--- src/rtl/core/assert_macros.svh ---
// assertion macros shared by the scanner rtl
// depends on nothing; included inside module bodies
`ifndef ASSERT_MACROS_SVH
`define ASSERT_MACROS_SVH

// property that must hold at every clock edge outside reset
`define ASSERT_CLK(label, clk, rst_n, prop, msg) \
    label: assert property (@(posedge clk) disable iff (!rst_n) prop) \
        else $error(msg);

// condition that must never be seen outside reset
`define ASSERT_NEVER(label, clk, rst_n, cond, msg) \
    label: assert property (@(posedge clk) disable iff (!rst_n) !(cond)) \
        else $error(msg);

`endif

--- src/rtl/core/tlvs_pkg.sv ---
// shared widths, codes and result type of the tlv scanner
// depends on nothing
package tlvs_pkg;

    localparam int DATA_W      = 8;
    localparam int KIND_W      = 2;
    localparam int TAG_IDX_W   = 5;
    localparam int OFFSET_W    = 10;
    localparam int LENGTH_W    = 16;
    localparam int TAG_COUNT_W = 5;
    localparam int TAG_W       = 16;
    localparam int TAG_WORDS   = 7;
    localparam int CFG_IDX_W   = 3;
    localparam int CFG_DATA_W  = 64;
    localparam int LEN_LEFT_W  = 2;
    localparam int MSG_CNT_W   = 2;

    localparam int VALUE_STORE_BYTES_DEF = 1024;
    localparam int MAX_TAGS_DEF          = 28;

    // messages shorter than this are malformed
    localparam logic [MSG_CNT_W-1:0] MIN_MESSAGE_BYTES = 2'd2;

    // result kinds
    localparam logic [KIND_W-1:0] KIND_VALUE    = 2'd0;
    localparam logic [KIND_W-1:0] KIND_DONE     = 2'd1;
    localparam logic [KIND_W-1:0] KIND_DATA_ERR = 2'd2;
    localparam logic [KIND_W-1:0] KIND_OVERFLOW = 2'd3;

    // configuration register indexes
    localparam logic [CFG_IDX_W-1:0] CFG_TAG_COUNT      = 3'd0;
    localparam logic [CFG_IDX_W-1:0] CFG_TAG_WORD_FIRST = 3'd1;
    localparam logic [CFG_IDX_W-1:0] CFG_TAG_WORD_LAST  = 3'd7;

    // ber long-form length prefixes
    localparam logic [DATA_W-1:0] LEN_LONG_ONE = 8'h81;
    localparam logic [DATA_W-1:0] LEN_LONG_TWO = 8'h82;

    typedef struct packed {
        logic [KIND_W-1:0]    kind;
        logic [TAG_IDX_W-1:0] tag_index;
        logic [DATA_W-1:0]    value_byte;
        logic [OFFSET_W-1:0]  value_offset;
        logic [LENGTH_W-1:0]  value_length;
        logic                 last_result;
    } result_t;

endpackage

--- src/rtl/core/tlvs_if.sv ---
// valid/ready channel interfaces for message bytes and scanner results
// depends on tlvs_pkg
interface tlvs_item_if;
    import tlvs_pkg::*;

    logic              valid;
    logic              ready;
    logic [DATA_W-1:0] data_byte;
    logic              end_of_message;

    modport source (output valid, output data_byte, output end_of_message, input ready);
    modport sink   (input valid, input data_byte, input end_of_message, output ready);
endinterface

interface tlvs_result_if;
    import tlvs_pkg::*;

    logic                 valid;
    logic                 ready;
    logic [KIND_W-1:0]    kind;
    logic [TAG_IDX_W-1:0] tag_index;
    logic [DATA_W-1:0]    value_byte;
    logic [OFFSET_W-1:0]  value_offset;
    logic [LENGTH_W-1:0]  value_length;
    logic                 last_result;

    modport source (output valid, output kind, output tag_index, output value_byte,
                    output value_offset, output value_length, output last_result,
                    input ready);
    modport sink   (input valid, input kind, input tag_index, input value_byte,
                    input value_offset, input value_length, input last_result,
                    output ready);
endinterface

--- src/rtl/core/tag_length_value_scanner_unit.sv ---
// ber-style tag-length-value scanner, top level
// depends on tlvs_pkg, tlvs_if.sv and assert_macros.svh
// path: a byte enters the input register, is decoded once the result queue has room,
//   and its results go through the result queue onto the result channel
// throughput: one byte per cycle; the four-entry result queue admits a byte only
//   while two entries are free, so a byte stalls while the queue is fuller than that
// reset: rst_n clears tag table, message state, input register and result queue at once
module tag_length_value_scanner_unit #(
    parameter int VALUE_STORE_BYTES = tlvs_pkg::VALUE_STORE_BYTES_DEF,
    parameter int MAX_TAGS          = tlvs_pkg::MAX_TAGS_DEF
) (
    input  logic                             clk,
    input  logic                             rst_n,
    tlvs_item_if.sink                        item,
    tlvs_result_if.source                    result,
    input  logic                             cfg_we,
    input  logic [tlvs_pkg::CFG_IDX_W-1:0]   cfg_index,
    input  logic [tlvs_pkg::CFG_DATA_W-1:0]  cfg_wdata
);
    import tlvs_pkg::*;
    `include "assert_macros.svh"

    // store fill can reach the store size itself
    localparam int FILL_W = $clog2(VALUE_STORE_BYTES + 1);
    localparam int SUM_W  = ((FILL_W > LENGTH_W) ? FILL_W : LENGTH_W) + 1;

    // result queue
    localparam int QDEPTH = 4;
    localparam int PTR_W  = 2;
    localparam int CNT_W  = 3;
    localparam logic [CNT_W-1:0] QROOM_LIMIT = CNT_W'(QDEPTH - 2);

    // parse phases
    localparam logic [1:0] PH_SCAN      = 2'd0;
    localparam logic [1:0] PH_LEN_FIRST = 2'd1;
    localparam logic [1:0] PH_LEN_EXT   = 2'd2;
    localparam logic [1:0] PH_VALUE     = 2'd3;

    // configuration registers
    logic [TAG_COUNT_W-1:0] tag_count_reg;
    logic [CFG_DATA_W-1:0]  tag_word_reg [TAG_WORDS];

    // input register
    logic              in_valid_reg;
    logic [DATA_W-1:0] in_byte_reg;
    logic              in_eom_reg;

    // message state
    logic [1:0]            phase_reg,     phase_next;
    logic [DATA_W-1:0]     held_byte_reg, held_byte_next;
    logic                  held_valid_reg, held_valid_next;
    logic [TAG_IDX_W-1:0]  cur_tag_reg,   cur_tag_next;
    logic [LEN_LEFT_W-1:0] len_left_reg,  len_left_next;
    logic [LENGTH_W-1:0]   val_left_reg,  val_left_next;
    logic [LENGTH_W-1:0]   dec_len_reg,   dec_len_next;
    logic [FILL_W-1:0]     fill_reg,      fill_next;
    logic [MAX_TAGS-1:0]   seen_reg,      seen_next;
    logic [MSG_CNT_W-1:0]  msg_cnt_reg,   msg_cnt_next;
    logic                  failed_reg,    failed_next;

    // result queue storage
    result_t           queue_mem [QDEPTH];
    logic [PTR_W-1:0]  wr_ptr_reg;
    logic [PTR_W-1:0]  rd_ptr_reg;
    logic [CNT_W-1:0]  count_reg;

    // step control
    logic             step;
    logic             pop;
    logic [1:0]       push_cnt;
    result_t          res_a;
    result_t          res_b;

    // tag match outputs
    logic [MAX_TAGS-1:0]  hit_pair;
    logic [MAX_TAGS-1:0]  hit_two;
    logic [MAX_TAGS-1:0]  hit_single;
    logic [MAX_TAGS-1:0]  hit_onehot;
    logic                 hit_found;
    logic                 hit_is_two;
    logic                 hit_seen;
    logic [TAG_IDX_W-1:0] hit_idx;
    logic                 single_any;

    // -------------------------------------------------------------------
    // configuration port
    // -------------------------------------------------------------------
    always_ff @(posedge clk or negedge rst_n)
    begin
        if (!rst_n)
        begin
            tag_count_reg <= '0;
            for (int w = 0; w < TAG_WORDS; w++)
            begin
                tag_word_reg[w] <= '0;
            end
        end
        else if (cfg_we)
        begin
            case (cfg_index)
                CFG_TAG_COUNT:
                begin
                    tag_count_reg <= cfg_wdata[TAG_COUNT_W-1:0];
                end
                default:
                begin
                    // every other index is a tag word
                    tag_word_reg[CFG_IDX_W'(cfg_index - CFG_TAG_WORD_FIRST)] <= cfg_wdata;
                end
            endcase
        end
    end

    // -------------------------------------------------------------------
    // input register: parts the byte channel from the decode stage
    // -------------------------------------------------------------------
    // the decode stage fires when two queue slots are free
    assign step       = in_valid_reg && (count_reg <= QROOM_LIMIT);
    assign item.ready = !in_valid_reg || step;

    always_ff @(posedge clk or negedge rst_n)
    begin
        if (!rst_n)
        begin
            in_valid_reg <= 1'b0;
            in_byte_reg  <= '0;
            in_eom_reg   <= 1'b0;
        end
        else
        begin
            if (item.valid && item.ready)
            begin
                in_valid_reg <= 1'b1;
                in_byte_reg  <= item.data_byte;
                in_eom_reg   <= item.end_of_message;
            end
            else if (step)
            begin
                in_valid_reg <= 1'b0;
            end
        end
    end

    // -------------------------------------------------------------------
    // tag table compare, all entries in parallel
    // pair match: held byte is a one-byte tag, or held and current bytes form a two-byte tag
    // single match: current byte alone is a one-byte tag (end-of-message check)
    // -------------------------------------------------------------------
    always_comb
    begin
        logic [TAG_W-1:0]  ent;
        logic [DATA_W-1:0] hi;
        logic [DATA_W-1:0] lo;
        logic              en;
        for (int i = 0; i < MAX_TAGS; i++)
        begin
            ent = tag_word_reg[CFG_IDX_W'(i >> 2)][(i & 3) * TAG_W +: TAG_W];
            hi  = ent[TAG_W-1:DATA_W];
            lo  = ent[DATA_W-1:0];
            // entries at or beyond tag_count are off; an empty first byte never matches
            en  = (TAG_COUNT_W'(i) < tag_count_reg) && (hi != '0);
            hit_pair[i]   = en && (hi == held_byte_reg) && ((lo == '0) || (lo == in_byte_reg));
            hit_two[i]    = (lo != '0);
            hit_single[i] = en && (lo == '0) && (hi == in_byte_reg);
        end
    end

    // first match in table order wins
    always_comb
    begin
        hit_found  = 1'b0;
        hit_is_two = 1'b0;
        hit_seen   = 1'b0;
        hit_idx    = '0;
        hit_onehot = '0;
        for (int i = MAX_TAGS - 1; i >= 0; i--)
        begin
            if (hit_pair[i])
            begin
                hit_found     = 1'b1;
                hit_is_two    = hit_two[i];
                hit_seen      = seen_reg[i];
                hit_idx       = TAG_IDX_W'(i);
                hit_onehot    = '0;
                hit_onehot[i] = 1'b1;
            end
        end
    end

    assign single_any = |hit_single;

    // -------------------------------------------------------------------
    // decode step: next message state and up to two results
    // -------------------------------------------------------------------
    always_comb
    begin
        logic                  do_len;
        logic                  len_first;
        logic                  len_done;
        logic                  body_v;
        logic                  eom_v;
        logic [LEN_LEFT_W-1:0] len_left_dec;
        logic [LENGTH_W-1:0]   val_left_dec;
        logic [MSG_CNT_W-1:0]  msg_cnt_inc;
        result_t               body;
        result_t               eom_res;

        phase_next      = phase_reg;
        held_byte_next  = held_byte_reg;
        held_valid_next = held_valid_reg;
        cur_tag_next    = cur_tag_reg;
        len_left_next   = len_left_reg;
        val_left_next   = val_left_reg;
        dec_len_next    = dec_len_reg;
        fill_next       = fill_reg;
        seen_next       = seen_reg;
        failed_next     = failed_reg;

        do_len       = 1'b0;
        len_first    = 1'b1;
        len_done     = 1'b0;
        body_v       = 1'b0;
        eom_v        = 1'b0;
        len_left_dec = '0;
        val_left_dec = '0;
        body         = '0;
        eom_res      = '0;

        // byte count of the message, saturating at the minimum length
        msg_cnt_inc = (msg_cnt_reg < MIN_MESSAGE_BYTES) ? MSG_CNT_W'(msg_cnt_reg + 1'b1)
                                                        : msg_cnt_reg;

        if (!failed_reg)
        begin
            case (phase_reg)
                PH_SCAN:
                begin
                    if (!held_valid_reg)
                    begin
                        held_byte_next  = in_byte_reg;
                        held_valid_next = 1'b1;
                    end
                    else if (!hit_found)
                    begin
                        // skip the held byte, the current one may start a tag
                        held_byte_next = in_byte_reg;
                    end
                    else
                    begin
                        held_valid_next = 1'b0;
                        if (hit_seen)
                        begin
                            body_v      = 1'b1;
                            body.kind   = KIND_DATA_ERR;
                            failed_next = 1'b1;
                        end
                        else
                        begin
                            seen_next    = seen_reg | hit_onehot;
                            cur_tag_next = hit_idx;
                            phase_next   = PH_LEN_FIRST;
                            // one-byte tag: the current byte is already the length
                            do_len       = !hit_is_two;
                        end
                    end
                end
                PH_LEN_FIRST:
                begin
                    do_len = 1'b1;
                end
                PH_LEN_EXT:
                begin
                    do_len    = 1'b1;
                    len_first = 1'b0;
                end
                PH_VALUE:
                begin
                    body_v            = 1'b1;
                    body.kind         = KIND_VALUE;
                    body.tag_index    = cur_tag_reg;
                    body.value_byte   = in_byte_reg;
                    body.value_offset = OFFSET_W'(fill_reg);
                    body.value_length = dec_len_reg;
                    fill_next         = FILL_W'(fill_reg + 1'b1);
                    val_left_dec      = (val_left_reg != '0) ? LENGTH_W'(val_left_reg - 1'b1)
                                                             : val_left_reg;
                    val_left_next     = val_left_dec;
                    if (val_left_dec == '0)
                    begin
                        phase_next = PH_SCAN;
                    end
                end
                default:
                begin
                    phase_next = PH_SCAN;
                end
            endcase
        end

        // ber length byte
        if (do_len)
        begin
            if (len_first)
            begin
                if (!in_byte_reg[DATA_W-1])
                begin
                    // short form
                    dec_len_next = LENGTH_W'(in_byte_reg);
                    len_done     = 1'b1;
                end
                else if ((in_byte_reg == LEN_LONG_ONE) || (in_byte_reg == LEN_LONG_TWO))
                begin
                    dec_len_next  = '0;
                    len_left_next = in_byte_reg[LEN_LEFT_W-1:0];
                    phase_next    = PH_LEN_EXT;
                end
                else
                begin
                    body_v      = 1'b1;
                    body.kind   = KIND_DATA_ERR;
                    failed_next = 1'b1;
                end
            end
            else
            begin
                dec_len_next  = {dec_len_reg[LENGTH_W-DATA_W-1:0], in_byte_reg};
                len_left_dec  = (len_left_reg != '0) ? LEN_LEFT_W'(len_left_reg - 1'b1)
                                                     : len_left_reg;
                len_left_next = len_left_dec;
                len_done      = (len_left_dec == '0);
            end
        end

        // length complete: check room in the value store
        if (len_done)
        begin
            if ((SUM_W'(fill_reg) + SUM_W'(dec_len_next)) > SUM_W'(VALUE_STORE_BYTES))
            begin
                body_v      = 1'b1;
                body.kind   = KIND_OVERFLOW;
                failed_next = 1'b1;
            end
            else if (dec_len_next == '0)
            begin
                phase_next = PH_SCAN;
            end
            else
            begin
                val_left_next = dec_len_next;
                phase_next    = PH_VALUE;
            end
        end

        // end of message: report once unless the message has failed, then clear
        msg_cnt_next = msg_cnt_inc;
        if (in_eom_reg)
        begin
            if (!failed_next)
            begin
                eom_v = 1'b1;
                // a held byte is always the current byte here
                if ((msg_cnt_inc < MIN_MESSAGE_BYTES) || (phase_next != PH_SCAN) ||
                    (held_valid_next && single_any))
                begin
                    eom_res.kind = KIND_DATA_ERR;
                end
                else
                begin
                    eom_res.kind = KIND_DONE;
                end
            end
            phase_next      = PH_SCAN;
            held_byte_next  = '0;
            held_valid_next = 1'b0;
            cur_tag_next    = '0;
            len_left_next   = '0;
            val_left_next   = '0;
            dec_len_next    = '0;
            fill_next       = '0;
            seen_next       = '0;
            msg_cnt_next    = '0;
            failed_next     = 1'b0;
        end

        // order the results: body result first, end-of-message result last
        eom_res.last_result = 1'b1;
        body.last_result    = !eom_v;
        res_a    = body_v ? body : eom_res;
        res_b    = eom_res;
        push_cnt = {1'b0, body_v} + {1'b0, eom_v};
    end

    always_ff @(posedge clk or negedge rst_n)
    begin
        if (!rst_n)
        begin
            phase_reg      <= PH_SCAN;
            held_byte_reg  <= '0;
            held_valid_reg <= 1'b0;
            cur_tag_reg    <= '0;
            len_left_reg   <= '0;
            val_left_reg   <= '0;
            dec_len_reg    <= '0;
            fill_reg       <= '0;
            seen_reg       <= '0;
            msg_cnt_reg    <= '0;
            failed_reg     <= 1'b0;
        end
        else if (step)
        begin
            phase_reg      <= phase_next;
            held_byte_reg  <= held_byte_next;
            held_valid_reg <= held_valid_next;
            cur_tag_reg    <= cur_tag_next;
            len_left_reg   <= len_left_next;
            val_left_reg   <= val_left_next;
            dec_len_reg    <= dec_len_next;
            fill_reg       <= fill_next;
            seen_reg       <= seen_next;
            msg_cnt_reg    <= msg_cnt_next;
            failed_reg     <= failed_next;
        end
    end

    // -------------------------------------------------------------------
    // result queue: takes up to two results per step, hands out one per transaction
    // -------------------------------------------------------------------
    assign pop = result.valid && result.ready;

    always_ff @(posedge clk)
    begin
        if (step && (push_cnt != 2'd0))
        begin
            queue_mem[wr_ptr_reg] <= res_a;
        end
        if (step && (push_cnt == 2'd2))
        begin
            queue_mem[PTR_W'(wr_ptr_reg + 1'b1)] <= res_b;
        end
    end

    always_ff @(posedge clk or negedge rst_n)
    begin
        if (!rst_n)
        begin
            wr_ptr_reg <= '0;
            rd_ptr_reg <= '0;
            count_reg  <= '0;
        end
        else
        begin
            if (step)
            begin
                wr_ptr_reg <= PTR_W'(wr_ptr_reg + push_cnt);
            end
            if (pop)
            begin
                rd_ptr_reg <= PTR_W'(rd_ptr_reg + 1'b1);
            end
            count_reg <= CNT_W'(count_reg + (step ? CNT_W'(push_cnt) : CNT_W'(0))
                                - (pop ? CNT_W'(1) : CNT_W'(0)));
        end
    end

    assign result.valid        = (count_reg != '0);
    assign result.kind         = queue_mem[rd_ptr_reg].kind;
    assign result.tag_index    = queue_mem[rd_ptr_reg].tag_index;
    assign result.value_byte   = queue_mem[rd_ptr_reg].value_byte;
    assign result.value_offset = queue_mem[rd_ptr_reg].value_offset;
    assign result.value_length = queue_mem[rd_ptr_reg].value_length;
    assign result.last_result  = queue_mem[rd_ptr_reg].last_result;

    // -------------------------------------------------------------------
    // assertions
    // -------------------------------------------------------------------
    `ASSERT_NEVER(a_queue_bound, clk, rst_n, count_reg > CNT_W'(QDEPTH),
                  "result queue holds more entries than it has")
    `ASSERT_CLK(a_quiet_after_fail, clk, rst_n, (step && failed_reg) |-> (push_cnt == 2'd0),
                "results produced after an error in the same message")
    `ASSERT_CLK(a_value_count, clk, rst_n, (phase_reg == PH_VALUE) |-> (val_left_reg != '0),
                "value phase with no value bytes left")
    `ASSERT_NEVER(a_store_bound, clk, rst_n, SUM_W'(fill_reg) > SUM_W'(VALUE_STORE_BYTES),
                  "value store fill beyond the store size")

endmodule
--- src/flat_wrapper.sv ---
// flat-port wrapper written by rule: the top's interface ports become plain ports
module tag_length_value_scanner_unit_flat import tlvs_pkg::*;
#(
    parameter int VALUE_STORE_BYTES = tlvs_pkg::VALUE_STORE_BYTES_DEF,
    parameter int MAX_TAGS          = tlvs_pkg::MAX_TAGS_DEF
)
  (clk, rst_n, cfg_we, cfg_index, cfg_wdata, item_valid, item_data_byte, item_end_of_message, item_ready, result_valid, result_kind, result_tag_index, result_value_byte, result_value_offset, result_value_length, result_last_result, result_ready);
  tlvs_item_if item_i ();
  tlvs_result_if result_i ();
  input  logic clk;
  input  logic rst_n;
  input  logic cfg_we;
  input  logic [tlvs_pkg::CFG_IDX_W-1:0] cfg_index;
  input  logic [tlvs_pkg::CFG_DATA_W-1:0] cfg_wdata;
  input wire logic [$bits(item_i.valid)-1:0] item_valid;
  input wire logic [$bits(item_i.data_byte)-1:0] item_data_byte;
  input wire logic [$bits(item_i.end_of_message)-1:0] item_end_of_message;
  output wire logic [$bits(item_i.ready)-1:0] item_ready;
  output wire logic [$bits(result_i.valid)-1:0] result_valid;
  output wire logic [$bits(result_i.kind)-1:0] result_kind;
  output wire logic [$bits(result_i.tag_index)-1:0] result_tag_index;
  output wire logic [$bits(result_i.value_byte)-1:0] result_value_byte;
  output wire logic [$bits(result_i.value_offset)-1:0] result_value_offset;
  output wire logic [$bits(result_i.value_length)-1:0] result_value_length;
  output wire logic [$bits(result_i.last_result)-1:0] result_last_result;
  input wire logic [$bits(result_i.ready)-1:0] result_ready;
  assign item_i.valid = item_valid;
  assign item_i.data_byte = item_data_byte;
  assign item_i.end_of_message = item_end_of_message;
  assign item_ready = item_i.ready;
  assign result_valid = result_i.valid;
  assign result_kind = result_i.kind;
  assign result_tag_index = result_i.tag_index;
  assign result_value_byte = result_i.value_byte;
  assign result_value_offset = result_i.value_offset;
  assign result_value_length = result_i.value_length;
  assign result_last_result = result_i.last_result;
  assign result_i.ready = result_ready;
  tag_length_value_scanner_unit #(.VALUE_STORE_BYTES(VALUE_STORE_BYTES), .MAX_TAGS(MAX_TAGS)) u_core (.clk(clk), .rst_n(rst_n), .item(item_i), .result(result_i), .cfg_we(cfg_we), .cfg_index(cfg_index), .cfg_wdata(cfg_wdata));
endmodule
--- config.mk ---
export PLATFORM = sky130hd
export DESIGN_NAME = tag_length_value_scanner_unit_flat
export DESIGN_NICKNAME = d
export VERILOG_FILES = /design/src/rtl/core/tlvs_pkg.sv /design/src/rtl/core/tlvs_if.sv /design/src/rtl/core/tag_length_value_scanner_unit.sv /design/src/flat_wrapper.sv
export VERILOG_INCLUDE_DIRS = /design/src /design/src/rtl/core
export SDC_FILE = /design/constraint.sdc
export NUM_CORES = 1
export LEC_CHECK = 0
export BUFFER_PORTS_ARGS = -buffer_cell sky130_fd_sc_hd__buf_4
export CORE_ASPECT_RATIO = 0.7
export CORE_UTILIZATION = 55
export CTS_CLUSTER_SIZE = 20
export DETAILED_ROUTE_END_ITERATION = 8
export PLACE_DENSITY = 0.72
export SYNTH_ARGS = -nofsm -noshare
export SYNTH_HDL_FRONTEND = slang
export SYNTH_SLANG_ARGS = --single-unit
--- constraint.sdc ---
create_clock -name clk -period 19.1 [get_ports clk]
set_clock_uncertainty 0.15 [all_clocks]
set_input_delay 0.955 -clock clk [delete_from_list [all_inputs] [get_ports clk]]
set_output_delay 0.955 -clock clk [all_outputs]
set_load 0.02 [all_outputs]
==> impl_metrics.tcl <==
set metrics [dict create \
    fin_area_um2 30700 \
    p_total_mw 4.34 \
    power_leakage_nw 12.6 \
    fp-row-count 68 \
    wl_met1_mm 39.5 \
    drc 0 \
    clkTransAtPathRegs_ns 0.07 \
    slowest_stage "dfrtp_2" \
    synth_top_area_share_pct 32.1 \
    holdBufCountCts 0 \
    synth_warnings 0 \
    synth_edf_count 8 \
    crit_arrival_ns 9.91 \
    clockRootBuffer "clkbuf_16" \
    post-place-ws_ns 9.83 \
    synthXorXnorAreaFrac_pct 12.7 \
    critPathLaunchType "flop" \
    drt_iter0_markers 2509 \
    ios 125 \
    fin_crit_ns 9.57 \
    hold_viol_final 0 \
    largest_reg_flops 256 \
    die_height_um 190 \
    dp_hpwl_mm 58.4 \
    critPathBufInv 4 \
    die_w_um 271 \
    async_reset_ff_share_pct 68.5 \
    fin_tns_setup_ns 0 \
    slew_headroom_pct 22.5 \
    clock_latency_ns 0.62 \
    synth.distinct_cells 110 \
    start_util_pct 56.1 \
    worst_setup_path_end_kind "flop" \
    avgSynthCellArea_um2 11.3 \
    top_layer_used "met4" \
    power_density_nw_per_um2 141 \
    multi_input_area_um2 14400 \
    met3_length_mm 9.05 \
    drv_slew 0 \
    status "finished clean" \
    cts_setup_buffers 0 \
    place_congestion 0.987 \
    synthMostInstantiatedCell "dfrtp_1" \
    path_common_cell "inv_1" \
    syn_to_final_growth_pct 10.2 \
    nFillCells 3914 \
    postLayoutSetupSlackWorst_ns 9.53 \
    worst-setup-path-type "reg -> reg" \
    grt_overflow 0 \
    rsz0062_at_grt "false" \
    dr.pass1.iters 6 \
    wl_met2_mm 34.2 \
    timing.final.crit_share_pct 50.1 \
    dpl-instance-area_um2 29000 \
    vias 21429 \
    drive_gt1_share_pct 24.3 \
    cp_top_family "compound AO/OA/AOI/OAI gates" \
    crit_start "u_core.in_byte_reg[7]" \
    synthMuxAreaShare_pct 14.3 \
    synth_cells 2474 \
    setup_viol 0 \
    clock-sinks 521 \
    fin_util_pct 61.9 \
    synth-main-ff-cell "dfrtp_1" \
    wl_per_cell_um 26.1 \
    ys_ff_latch 521 \
    grt_max_degree 100 \
    port_buffers 123 \
    instances_no_fill 3231 \
    synth_top_family_by_area "multiplexers" \
    hold-worst-slack_ns 0.216 \
    placed_cells 3137 \
    cts_tree "done" \
    worstReg2RegStart "u_core.in_byte_reg[7]" \
    grt_usage_pct 32.9 \
    cts_buffers 50 \
    coreArea_um2 49600 \
    via_per_inst 6.63 \
    peakVddDrop_mv 0.123 \
    synth.cell_area_um2 27800 \
    die_area_um2 51500 \
    synth.area.top_cells "dfrtp_1 32%, dfxtp_1 11%, mux2_2 11%" \
    maxCapViolations 0 \
    ant_nets 0 \
    synth_common_cells "357 x dfrtp_1, 271 x mux2_2, 205 x xnor2_1, 196 x xor2_1, 187 x a22o_1" \
    worstPathRequired_ns 19.44 \
    h-tree-depth 2 \
    ctsResizeCount 0 \
    critPathMaxStageDelay_ns 0.91 \
    cts_buffer_depth 3 \
    worst_pin_slew_ns 1.16 \
    grt_pass1_wl_mm 131 \
    hold_path.class "in -> async" \
    ff_latch_area_um2 12300 \
    drt-total-wl_mm 84.4 \
    ys_seq_area_share_pct 44.2 \
    synth.net_count 2583 \
    synth_compound_area_share_pct 12.4 \
    fmax_ghz 0.105 \
    synth_fa_ha_area_share_pct 1.31 \
    synth_area_leader_cell "dfrtp_1" \
    antenna_found_initial 3 \
    nets 2633 \
    synthSimpleGateAreaFrac_pct 11.1 \
    grt_pass1_vias 21107 \
    cp_max_fo 39 \
]
## cell type report
class                   count  area share [%]
multi-input cells        1752            47.1
inverters                  37           0.453
clock buffers              69            4.91
well taps                 665            2.71
clock inverters            23           0.726
diodes                      2          0.0163
flip-flops and latches    521            40.1
repair buffers            162            3.99
## path summary, 6_finish.rpt
| path | endpoint | slack (ns) | depth (start not counted) |
|---|---|---|---|
| worst min-delay path | u_core.tag_word_reg[277] | 0.22 | 1 |
| worst min register to register | u_core.queue_mem[3][27] | 0.32 | 1 |
| min in group clk | u_core.queue_mem[3][27] | 0.32 | 1 |
| worst max-delay path | u_core.queue_mem[0][0] | 9.53 | 32 |
| worst max register to register | u_core.queue_mem[0][0] | 9.53 | 32 |
| max in group asynchronous | u_core.tag_word_reg[308] | 16.39 | 3 |
## routing by layer
metal,vias to the layer above,global-route usage [%]
li1,9235,-
met1,10943,51.7
met2,1112,45.7
met3,139,7.16
met4,0,7.41
met5,-,0
## cells in the final DEF, fill, tap and decap left out, drive strengths merged, types with 63 or more instances in the layout
cell type | netlist | routed
dfrtp | 357 | 357
mux2 | 271 | 271
xnor2 | 206 | 206
xor2 | 196 | 196
a22o | 189 | 189
buf | 77 | 162
dfxtp | 156 | 156
nor4 | 123 | 123
nor2 | 97 | 97
nand2 | 95 | 95
clkbuf | 86 | 69
o21ai | 67 | 67
nand4 | 63 | 63
## cell families after synthesis
logic type / count (synthesis)
AOI/OAI and AO/OA: 442
xor gates and xnor gates: 402
adders and majority gates: 28
muxes: 314
other: 1
buffers and inverters: 201
and+or+nand+nor: 565
DFF: 521
## report_power, final
part           internal [mW]  total [mW]  switching (mW)
logic                  0.703        1.56           0.854
clock network          0.596        1.05           0.456
registers               1.31        1.73           0.415
Note: power is estimated with default switching activity, not from simulation.
